### src/rtl/assert_macros.svh
// ----------------------------------------------------------------------------
// assert_macros.svh
// concurrent assertion helpers, clocked on clk_i and disabled in reset
// ----------------------------------------------------------------------------
`ifndef ASSERT_MACROS_SVH
`define ASSERT_MACROS_SVH

// property checked at every rising edge outside reset
`define MDBA_ASSERT(lbl, prop) \
  lbl: assert property (@(posedge clk_i) disable iff (!rst_ni) (prop)) \
    else $error("assertion failed");

// same-cycle implication
`define MDBA_ASSERT_IMP(lbl, ante, cons) \
  `MDBA_ASSERT(lbl, (ante) |-> (cons))

`endif

### src/rtl/mdba_pkg.sv
// ----------------------------------------------------------------------------
// mdba_pkg
// shared types and constants of the multiply, divide and decimal adjust unit
// ----------------------------------------------------------------------------
package mdba_pkg;

  // quotient bits of the divide chain, one cell per bit
  localparam int unsigned QuoW = 9;

  typedef enum logic [2:0] {
    OP_MUL = 3'd0,
    OP_DIV = 3'd1,
    OP_DAA = 3'd2,
    OP_DAS = 3'd3,
    OP_XCN = 3'd4
  } op_e;

  typedef struct packed {
    logic [2:0] operation;
    logic [7:0] acc_in;
    logic [7:0] x_in;
    logic [7:0] y_in;
    logic       carry_in;
    logic       half_carry_in;
    logic       overflow_in;
  } mdba_in_t;

  typedef struct packed {
    logic [7:0] acc_out;
    logic [7:0] y_out;
    logic       carry_out;
    logic       half_carry_out;
    logic       overflow_out;
    logic       zero_flag;
    logic       negative_flag;
  } mdba_out_t;

  // payload handed from stage to stage
  typedef struct packed {
    logic            is_div;
    logic            is_mul;
    logic            alt;     // quirky formula for y >= 2x
    logic [7:0]      x;
    logic [QuoW-1:0] dvs;     // divisor, 1..256
    logic [QuoW-1:0] rem;     // partial remainder, below dvs
    logic [QuoW-1:0] lq;      // dividend bits left in the msbs, quotient in the lsbs
    logic [7:0]      acc;
    logic [7:0]      y;
    logic            c;
    logic            h;
    logic            v;
  } mdba_stage_t;

endpackage

### src/rtl/mdba_prep.sv
// ----------------------------------------------------------------------------
// mdba_prep
// entry stage: non-divide results, divide flags and divide setup
// ----------------------------------------------------------------------------
module mdba_prep import mdba_pkg::*; (
  input  logic        clk_i,
  input  logic        rst_ni,
  input  logic        valid_i,
  input  mdba_in_t    data_i,
  output logic        ready_o,
  output logic        valid_o,
  output mdba_stage_t data_o,
  input  logic        ready_i
);

  logic        valid_q;
  mdba_stage_t data_q, data_d;

  logic [15:0] ya, prod, diff, num;
  logic [7:0]  adj1, adj2;
  logic        alt;

  assign ready_o = !valid_q || ready_i;
  assign valid_o = valid_q;
  assign data_o  = data_q;

  always_comb begin
    ya   = {data_i.y_in, data_i.acc_in};
    prod = {8'h00, data_i.y_in} * {8'h00, data_i.acc_in};
    alt  = {1'b0, data_i.y_in} >= {data_i.x_in, 1'b0};
    // only used when alt, then x is at most 127
    diff = ya - {data_i.x_in[6:0], 9'b0};
    num  = alt ? diff : ya;
    adj1 = data_i.acc_in;
    adj2 = data_i.acc_in;

    data_d        = '0;
    data_d.x      = data_i.x_in;
    data_d.alt    = alt;
    data_d.dvs    = alt ? (QuoW'(256) - QuoW'(data_i.x_in)) : QuoW'(data_i.x_in);
    data_d.rem    = QuoW'(num[15:QuoW]);
    data_d.lq     = num[QuoW-1:0];
    data_d.acc    = data_i.acc_in;
    data_d.y      = data_i.y_in;
    data_d.c      = data_i.carry_in;
    data_d.h      = data_i.half_carry_in;
    data_d.v      = data_i.overflow_in;

    case (data_i.operation)
      OP_MUL: begin
        data_d.is_mul = 1'b1;
        data_d.acc    = prod[7:0];
        data_d.y      = prod[15:8];
      end
      OP_DIV: begin
        data_d.is_div = 1'b1;
        data_d.h      = data_i.y_in[3:0] >= data_i.x_in[3:0];
        data_d.v      = data_i.y_in >= data_i.x_in;
      end
      OP_DAA: begin
        if (data_i.carry_in || data_i.acc_in > 8'h99) begin
          adj1     = data_i.acc_in + 8'h60;
          data_d.c = 1'b1;
        end
        adj2 = (data_i.half_carry_in || adj1[3:0] > 4'h9) ? adj1 + 8'h06 : adj1;
        data_d.acc = adj2;
      end
      OP_DAS: begin
        if (!data_i.carry_in || data_i.acc_in > 8'h99) begin
          adj1     = data_i.acc_in - 8'h60;
          data_d.c = 1'b0;
        end
        adj2 = (!data_i.half_carry_in || adj1[3:0] > 4'h9) ? adj1 - 8'h06 : adj1;
        data_d.acc = adj2;
      end
      OP_XCN: begin
        data_d.acc = {data_i.acc_in[3:0], data_i.acc_in[7:4]};
      end
      default: begin
        // unused codes pass everything through
      end
    endcase
  end

  always_ff @(posedge clk_i or negedge rst_ni) begin
    if (!rst_ni) begin
      valid_q <= 1'b0;
    end else if (ready_o) begin
      valid_q <= valid_i;
    end
  end

  always_ff @(posedge clk_i) begin
    if (ready_o && valid_i) begin
      data_q <= data_d;
    end
  end

endmodule

### src/rtl/mdba_cell.sv
// ----------------------------------------------------------------------------
// mdba_cell
// one restoring division step: shift in a dividend bit, produce a quotient bit
// ----------------------------------------------------------------------------
module mdba_cell import mdba_pkg::*; (
  input  logic        clk_i,
  input  logic        rst_ni,
  input  logic        valid_i,
  input  mdba_stage_t data_i,
  output logic        ready_o,
  output logic        valid_o,
  output mdba_stage_t data_o,
  input  logic        ready_i
);

  logic        valid_q;
  mdba_stage_t data_q, data_d;
  logic [QuoW:0] part, sub;
  logic          ge;

  assign ready_o = !valid_q || ready_i;
  assign valid_o = valid_q;
  assign data_o  = data_q;

  always_comb begin
    part   = {data_i.rem, data_i.lq[QuoW-1]};
    sub    = part - {1'b0, data_i.dvs};
    ge     = part >= {1'b0, data_i.dvs};
    data_d = data_i;
    data_d.rem = ge ? sub[QuoW-1:0] : part[QuoW-1:0];
    data_d.lq  = {data_i.lq[QuoW-2:0], ge};
  end

  always_ff @(posedge clk_i or negedge rst_ni) begin
    if (!rst_ni) begin
      valid_q <= 1'b0;
    end else if (ready_o) begin
      valid_q <= valid_i;
    end
  end

  always_ff @(posedge clk_i) begin
    if (ready_o && valid_i) begin
      data_q <= data_d;
    end
  end

endmodule

### src/rtl/mdba_post.sv
// ----------------------------------------------------------------------------
// mdba_post
// final stage: divide result mapping, zero and negative flags, output register
// ----------------------------------------------------------------------------
module mdba_post import mdba_pkg::*; (
  input  logic        clk_i,
  input  logic        rst_ni,
  input  logic        valid_i,
  input  mdba_stage_t data_i,
  output logic        ready_o,
  output logic        valid_o,
  output mdba_out_t   data_o,
  input  logic        stall_i
);

  logic      valid_q;
  mdba_out_t data_q, data_d;
  logic [7:0] acc_fin, y_fin, flag_byte;

  assign ready_o = !valid_q || !stall_i;
  assign valid_o = valid_q;
  assign data_o  = data_q;

  always_comb begin
    acc_fin = data_i.acc;
    y_fin   = data_i.y;
    if (data_i.is_div) begin
      // quirky case: a = 255 - q, y = x + r, both wrapped
      acc_fin = data_i.alt ? ~data_i.lq[7:0] : data_i.lq[7:0];
      y_fin   = data_i.alt ? data_i.x + data_i.rem[7:0] : data_i.rem[7:0];
    end
    flag_byte = data_i.is_mul ? y_fin : acc_fin;

    data_d.acc_out        = acc_fin;
    data_d.y_out          = y_fin;
    data_d.carry_out      = data_i.c;
    data_d.half_carry_out = data_i.h;
    data_d.overflow_out   = data_i.v;
    data_d.zero_flag      = flag_byte == 8'h00;
    data_d.negative_flag  = flag_byte[7];
  end

  always_ff @(posedge clk_i or negedge rst_ni) begin
    if (!rst_ni) begin
      valid_q <= 1'b0;
    end else if (ready_o) begin
      valid_q <= valid_i;
    end
  end

  always_ff @(posedge clk_i) begin
    if (ready_o && valid_i) begin
      data_q <= data_d;
    end
  end

endmodule

### src/rtl/mul_div_bcd_adjust_unit.sv
// ----------------------------------------------------------------------------
// mul_div_bcd_adjust_unit
// multiply, divide, decimal adjust and nibble swap for an 8-bit processor core
// ----------------------------------------------------------------------------
// usage:
//   input channel: in_valid_i / in_stall_o with in_data_i (operation, A, X, Y,
//   carry, half-carry, overflow). a transfer happens on a rising edge with
//   valid high and stall low.
//   output channel: out_valid_o / out_stall_i with out_data_o (new A, new Y,
//   carry, half-carry, overflow, zero, negative).
//   every operation runs through the same pipeline: an entry stage, nine
//   division cells (one quotient bit each) and an output register.
//   throughput is one transfer per cycle while the receiver does not stall;
//   each division cell is one compare and subtract of a 10-bit partial
//   remainder, the multiply sits in the entry stage.
//   when the receiver stalls, the output register holds its result and the
//   stall moves back stage by stage; empty stages still accept, so the input
//   keeps taking transfers until the pipeline is full.
//   reset empties all stages; no result is pending after reset.
// ----------------------------------------------------------------------------
`include "assert_macros.svh"

module mul_div_bcd_adjust_unit import mdba_pkg::*; (
  input  logic      clk_i,
  input  logic      rst_ni,
  input  logic      in_valid_i,
  output logic      in_stall_o,
  input  mdba_in_t  in_data_i,
  output logic      out_valid_o,
  input  logic      out_stall_i,
  output mdba_out_t out_data_o
);

  mdba_stage_t stg [QuoW+1];
  logic        vld [QuoW+1];
  logic        rdy [QuoW+1];
  logic        prep_ready;

  assign in_stall_o = !prep_ready;

  mdba_prep u_prep (
    .clk_i   (clk_i),
    .rst_ni  (rst_ni),
    .valid_i (in_valid_i),
    .data_i  (in_data_i),
    .ready_o (prep_ready),
    .valid_o (vld[0]),
    .data_o  (stg[0]),
    .ready_i (rdy[0])
  );

  for (genvar k = 0; k < QuoW; k++) begin : g_cell
    mdba_cell u_cell (
      .clk_i   (clk_i),
      .rst_ni  (rst_ni),
      .valid_i (vld[k]),
      .data_i  (stg[k]),
      .ready_o (rdy[k]),
      .valid_o (vld[k+1]),
      .data_o  (stg[k+1]),
      .ready_i (rdy[k+1])
    );
  end

  mdba_post u_post (
    .clk_i   (clk_i),
    .rst_ni  (rst_ni),
    .valid_i (vld[QuoW]),
    .data_i  (stg[QuoW]),
    .ready_o (rdy[QuoW]),
    .valid_o (out_valid_o),
    .data_o  (out_data_o),
    .stall_i (out_stall_i)
  );

  // division setup keeps the partial remainder below a nonzero divisor
  `MDBA_ASSERT_IMP(a_div_setup, vld[0] && stg[0].is_div,
                   stg[0].dvs != '0 && stg[0].rem < stg[0].dvs)
  // the last cell still leaves a proper remainder
  `MDBA_ASSERT_IMP(a_div_rem, vld[QuoW] && stg[QuoW].is_div,
                   stg[QuoW].rem < stg[QuoW].dvs)
  // an empty entry stage never pushes back
  `MDBA_ASSERT_IMP(a_no_false_stall, !vld[0], !in_stall_o)

endmodule

### config.mk
export PLATFORM = sky130hd
export DESIGN_NAME = mul_div_bcd_adjust_unit
export DESIGN_NICKNAME = d
export VERILOG_FILES = /design/src/rtl/mdba_pkg.sv /design/src/rtl/mdba_prep.sv /design/src/rtl/mdba_cell.sv /design/src/rtl/mdba_post.sv /design/src/rtl/mul_div_bcd_adjust_unit.sv
export VERILOG_INCLUDE_DIRS = /design/src /design/src/rtl
export SDC_FILE = /design/constraint.sdc
export NUM_CORES = 1
export LEC_CHECK = 0
export ABC_AREA = 0
export BUFFER_PORTS_ARGS = -buffer_cell sky130_fd_sc_hd__buf_4
export CAP_MARGIN = 30
export CELL_PAD_IN_SITES_DETAIL_PLACEMENT = 1
export CELL_PAD_IN_SITES_GLOBAL_PLACEMENT = 2
export CORE_ASPECT_RATIO = 0.9
export CORE_MARGIN = 4
export CORE_UTILIZATION = 45
export DETAILED_ROUTE_END_ITERATION = 16
export PLACE_DENSITY_LB_ADDON = 0.05
export RECOVER_POWER = 25
export SYNTH_ARGS = -nofsm -noshare
export SYNTH_HDL_FRONTEND = slang
export SYNTH_HIERARCHICAL = 1
export SYNTH_SLANG_ARGS = --single-unit
### constraint.sdc
create_clock -name clk_i -period 7.5 [get_ports clk_i]
set_input_delay 0.75 -clock clk_i [delete_from_list [all_inputs] [get_ports clk_i]]
set_output_delay 0.75 -clock clk_i [all_outputs]
set_load 0.01 [all_outputs]
==> impl_results.md <==
- WHS: 0.3344 ns
- Via count: ~16000
- Final Setup Violations: 0
- GPL Wtd Cong: approximately 0.83
- Worst hold path type: flop to flop
- Setup Skew: roughly 0.083 ns
- Tmin final: between 5 and 6 ns
- Area added between synthesis and finish: 11.24%
- CTS resizes: 0
- Crit path capture type: flop
- Clock buffer count from CTS: 61
- Total congestion overflow: 0
- Pwr Total: ~12 mW
- First DRT Iteration DRCs: roughly 740
- Via density: about 5.4
- DRC viols: 0
- Routed WL: ~57000 um
- Max Root-Sink Buffers: 3
- Maxcap violations: 0
- First-pass GRT wire length: approximately 94000 um
- Netlist Area Pre-Place: about 28000 um2
- Die area: between 60000 and 70000 um2
- CTS sink count: 580
- Final instance area: 31120 um2
- Max Slew Vio Count: 0
- Worst-path fanout max: 18
- Die Height: 244.6 um
- Root Driver: clkbuf_16
- Placeable Area: a little over 60000 um2
- Crit Path Category: primary input to flop
- Clock Latency Late Sink: about 0.65 ns
- Initial antenna violation count: 0
- Diodes inserted: 0
- HPWL after detailed placement: 42370 um
- Area post-placement: 29190 um2
- Routed Antenna Nets: 0
- Period utilization: 74.72%
- Peak VDD IR: 0.2037 mV
- Pwr dens: ~380 nW/um2
- CTS tree: yes
- WP data required: roughly 7.8 ns
- Least-Margin Pin Slew: ~0.95 ns
- Setup crit start kind: primary input
- Vias in the first global route: approximately 17000
- Fin Setup TNS: 0 ns
- Fmax: around 180 MHz
- Max-Slew Margin vs Limit: a little over a third
- Share of cells above drive strength 1: between 10% and 20%
- Final hold vios: 0
- Leakage: 11.81 nW
- CP Data Arrival Time: 5.88 ns
- Final nets: 2278
- Port buffer count: 56
- H-tree Lvls: 2
- RSZ-0062 raised after global routing: false
- Initial Utilization: approximately 46%
- GRT Util Overall: 17.66%
- Num ports: 57
- WL per Instance: about 20 um
- Post-Syn Instances: 1987
- Rows: 86
- Largest net degree at the start of global routing: 57
- Outcome: completed
- Clock transition at path regs: around 0.06 ns
- Ys Warns: 6
- Synth Area per Inst: approximately 14 um2
- Die width: 270.8 um
- Drt pass-1 iters: 5
==> state kept, by name (all words and copies together), names as in the netlist <==
signal                 flops
g_cell.u_cell/data_o     494
u_post/valid_o             1
u_post/data_o             21
u_prep/data_o             54
u_prep/valid_o             1
g_cell.u_cell/valid_o      9
==> layer usage <==
metal	track usage, %	part of all wire (%)
met5	0	0
met3	2.541	3.1
met1	23.47	45
met2	30.33	50
met4	5.411	2.7
==> layout make-up <==
class	count	area, um2
Clock inverter	43	434.2
Inverter	192	743.2
Clock buffer	69	1556
Multi-Input combinational cell	1149	9515
Tap cell	836	1046
Timing Repair Buffer	69	465.4
Sequential cell	580	17360
Fill cell	6069	30320
==> worst max-delay path: stages <==
cell and delay, ns:
clkbuf_1 0.63, inv_1 0.27, nor2_1 0.21, fa_1 0.46, fa_1 0.52, fa_1 0.55, inv_1 0.06, fa_1 0.53
inv_1 0.05, ha_1 0.33, and3_1 0.17, a2111oi_2 0.52, o21ai_0 0.16, a21oi_1 0.24, o21ai_0 0.15, xnor2_1 0.15
o21ai_0 0.12
==> path summary, 6_finish.rpt <==
check | from | to | slack (ns) | depth (start not counted)
min | g_cell[1].u_cell/data_o[16] | g_cell[2].u_cell/data_o[16] | 0.33 | 0
min reg2reg | g_cell[1].u_cell/data_o[16] | g_cell[2].u_cell/data_o[16] | 0.33 | 0
max reg2reg | u_post/valid_o | u_prep/data_o[27] | 4.20 | 13
max in group asynchronous | rst_ni | u_prep/valid_o | 6.32 | 2
min in group asynchronous | rst_ni | u_post/valid_o | 0.66 | 2
max | in_data_i[25] | u_prep/data_o[10] | 1.90 | 17
==> layout by cell type (no fill, tap or decap), drive strengths merged, types with 47 or more instances in the layout <==
master    n
a21oi    92
and2     52
buf      50
clkbuf   87
edfxtp  569
fa       47
ha      144
inv     192
nand2    88
nand2b   56
nor2     66
o21ai    67
==> report_power, final <==
part           internal, mW  switching, mW  total [mW]
sequential             4.62          0.340        4.96
combinational          1.62           2.27        3.89
clock                  1.67           1.24        2.91
==> repair_timing <==
item,4_1_cts,5_1_grt
endpoints found under the hold margin,11,0
hold buffers,1,0
buffers inserted,0,0
==> through the flow <==
stage          util, %  instances  setup WS (ns)
2_1_floorplan        -       1988          2.218
3_3_place_gp     47.47       2824          1.975
3_5_place_dp     47.51       2825          1.870
4_1_cts          50.76       2938          2.486
5_1_grt          50.65       2938          1.596
6_report         50.65       2938          1.896
Note: power is estimated with default switching activity, not from simulation.
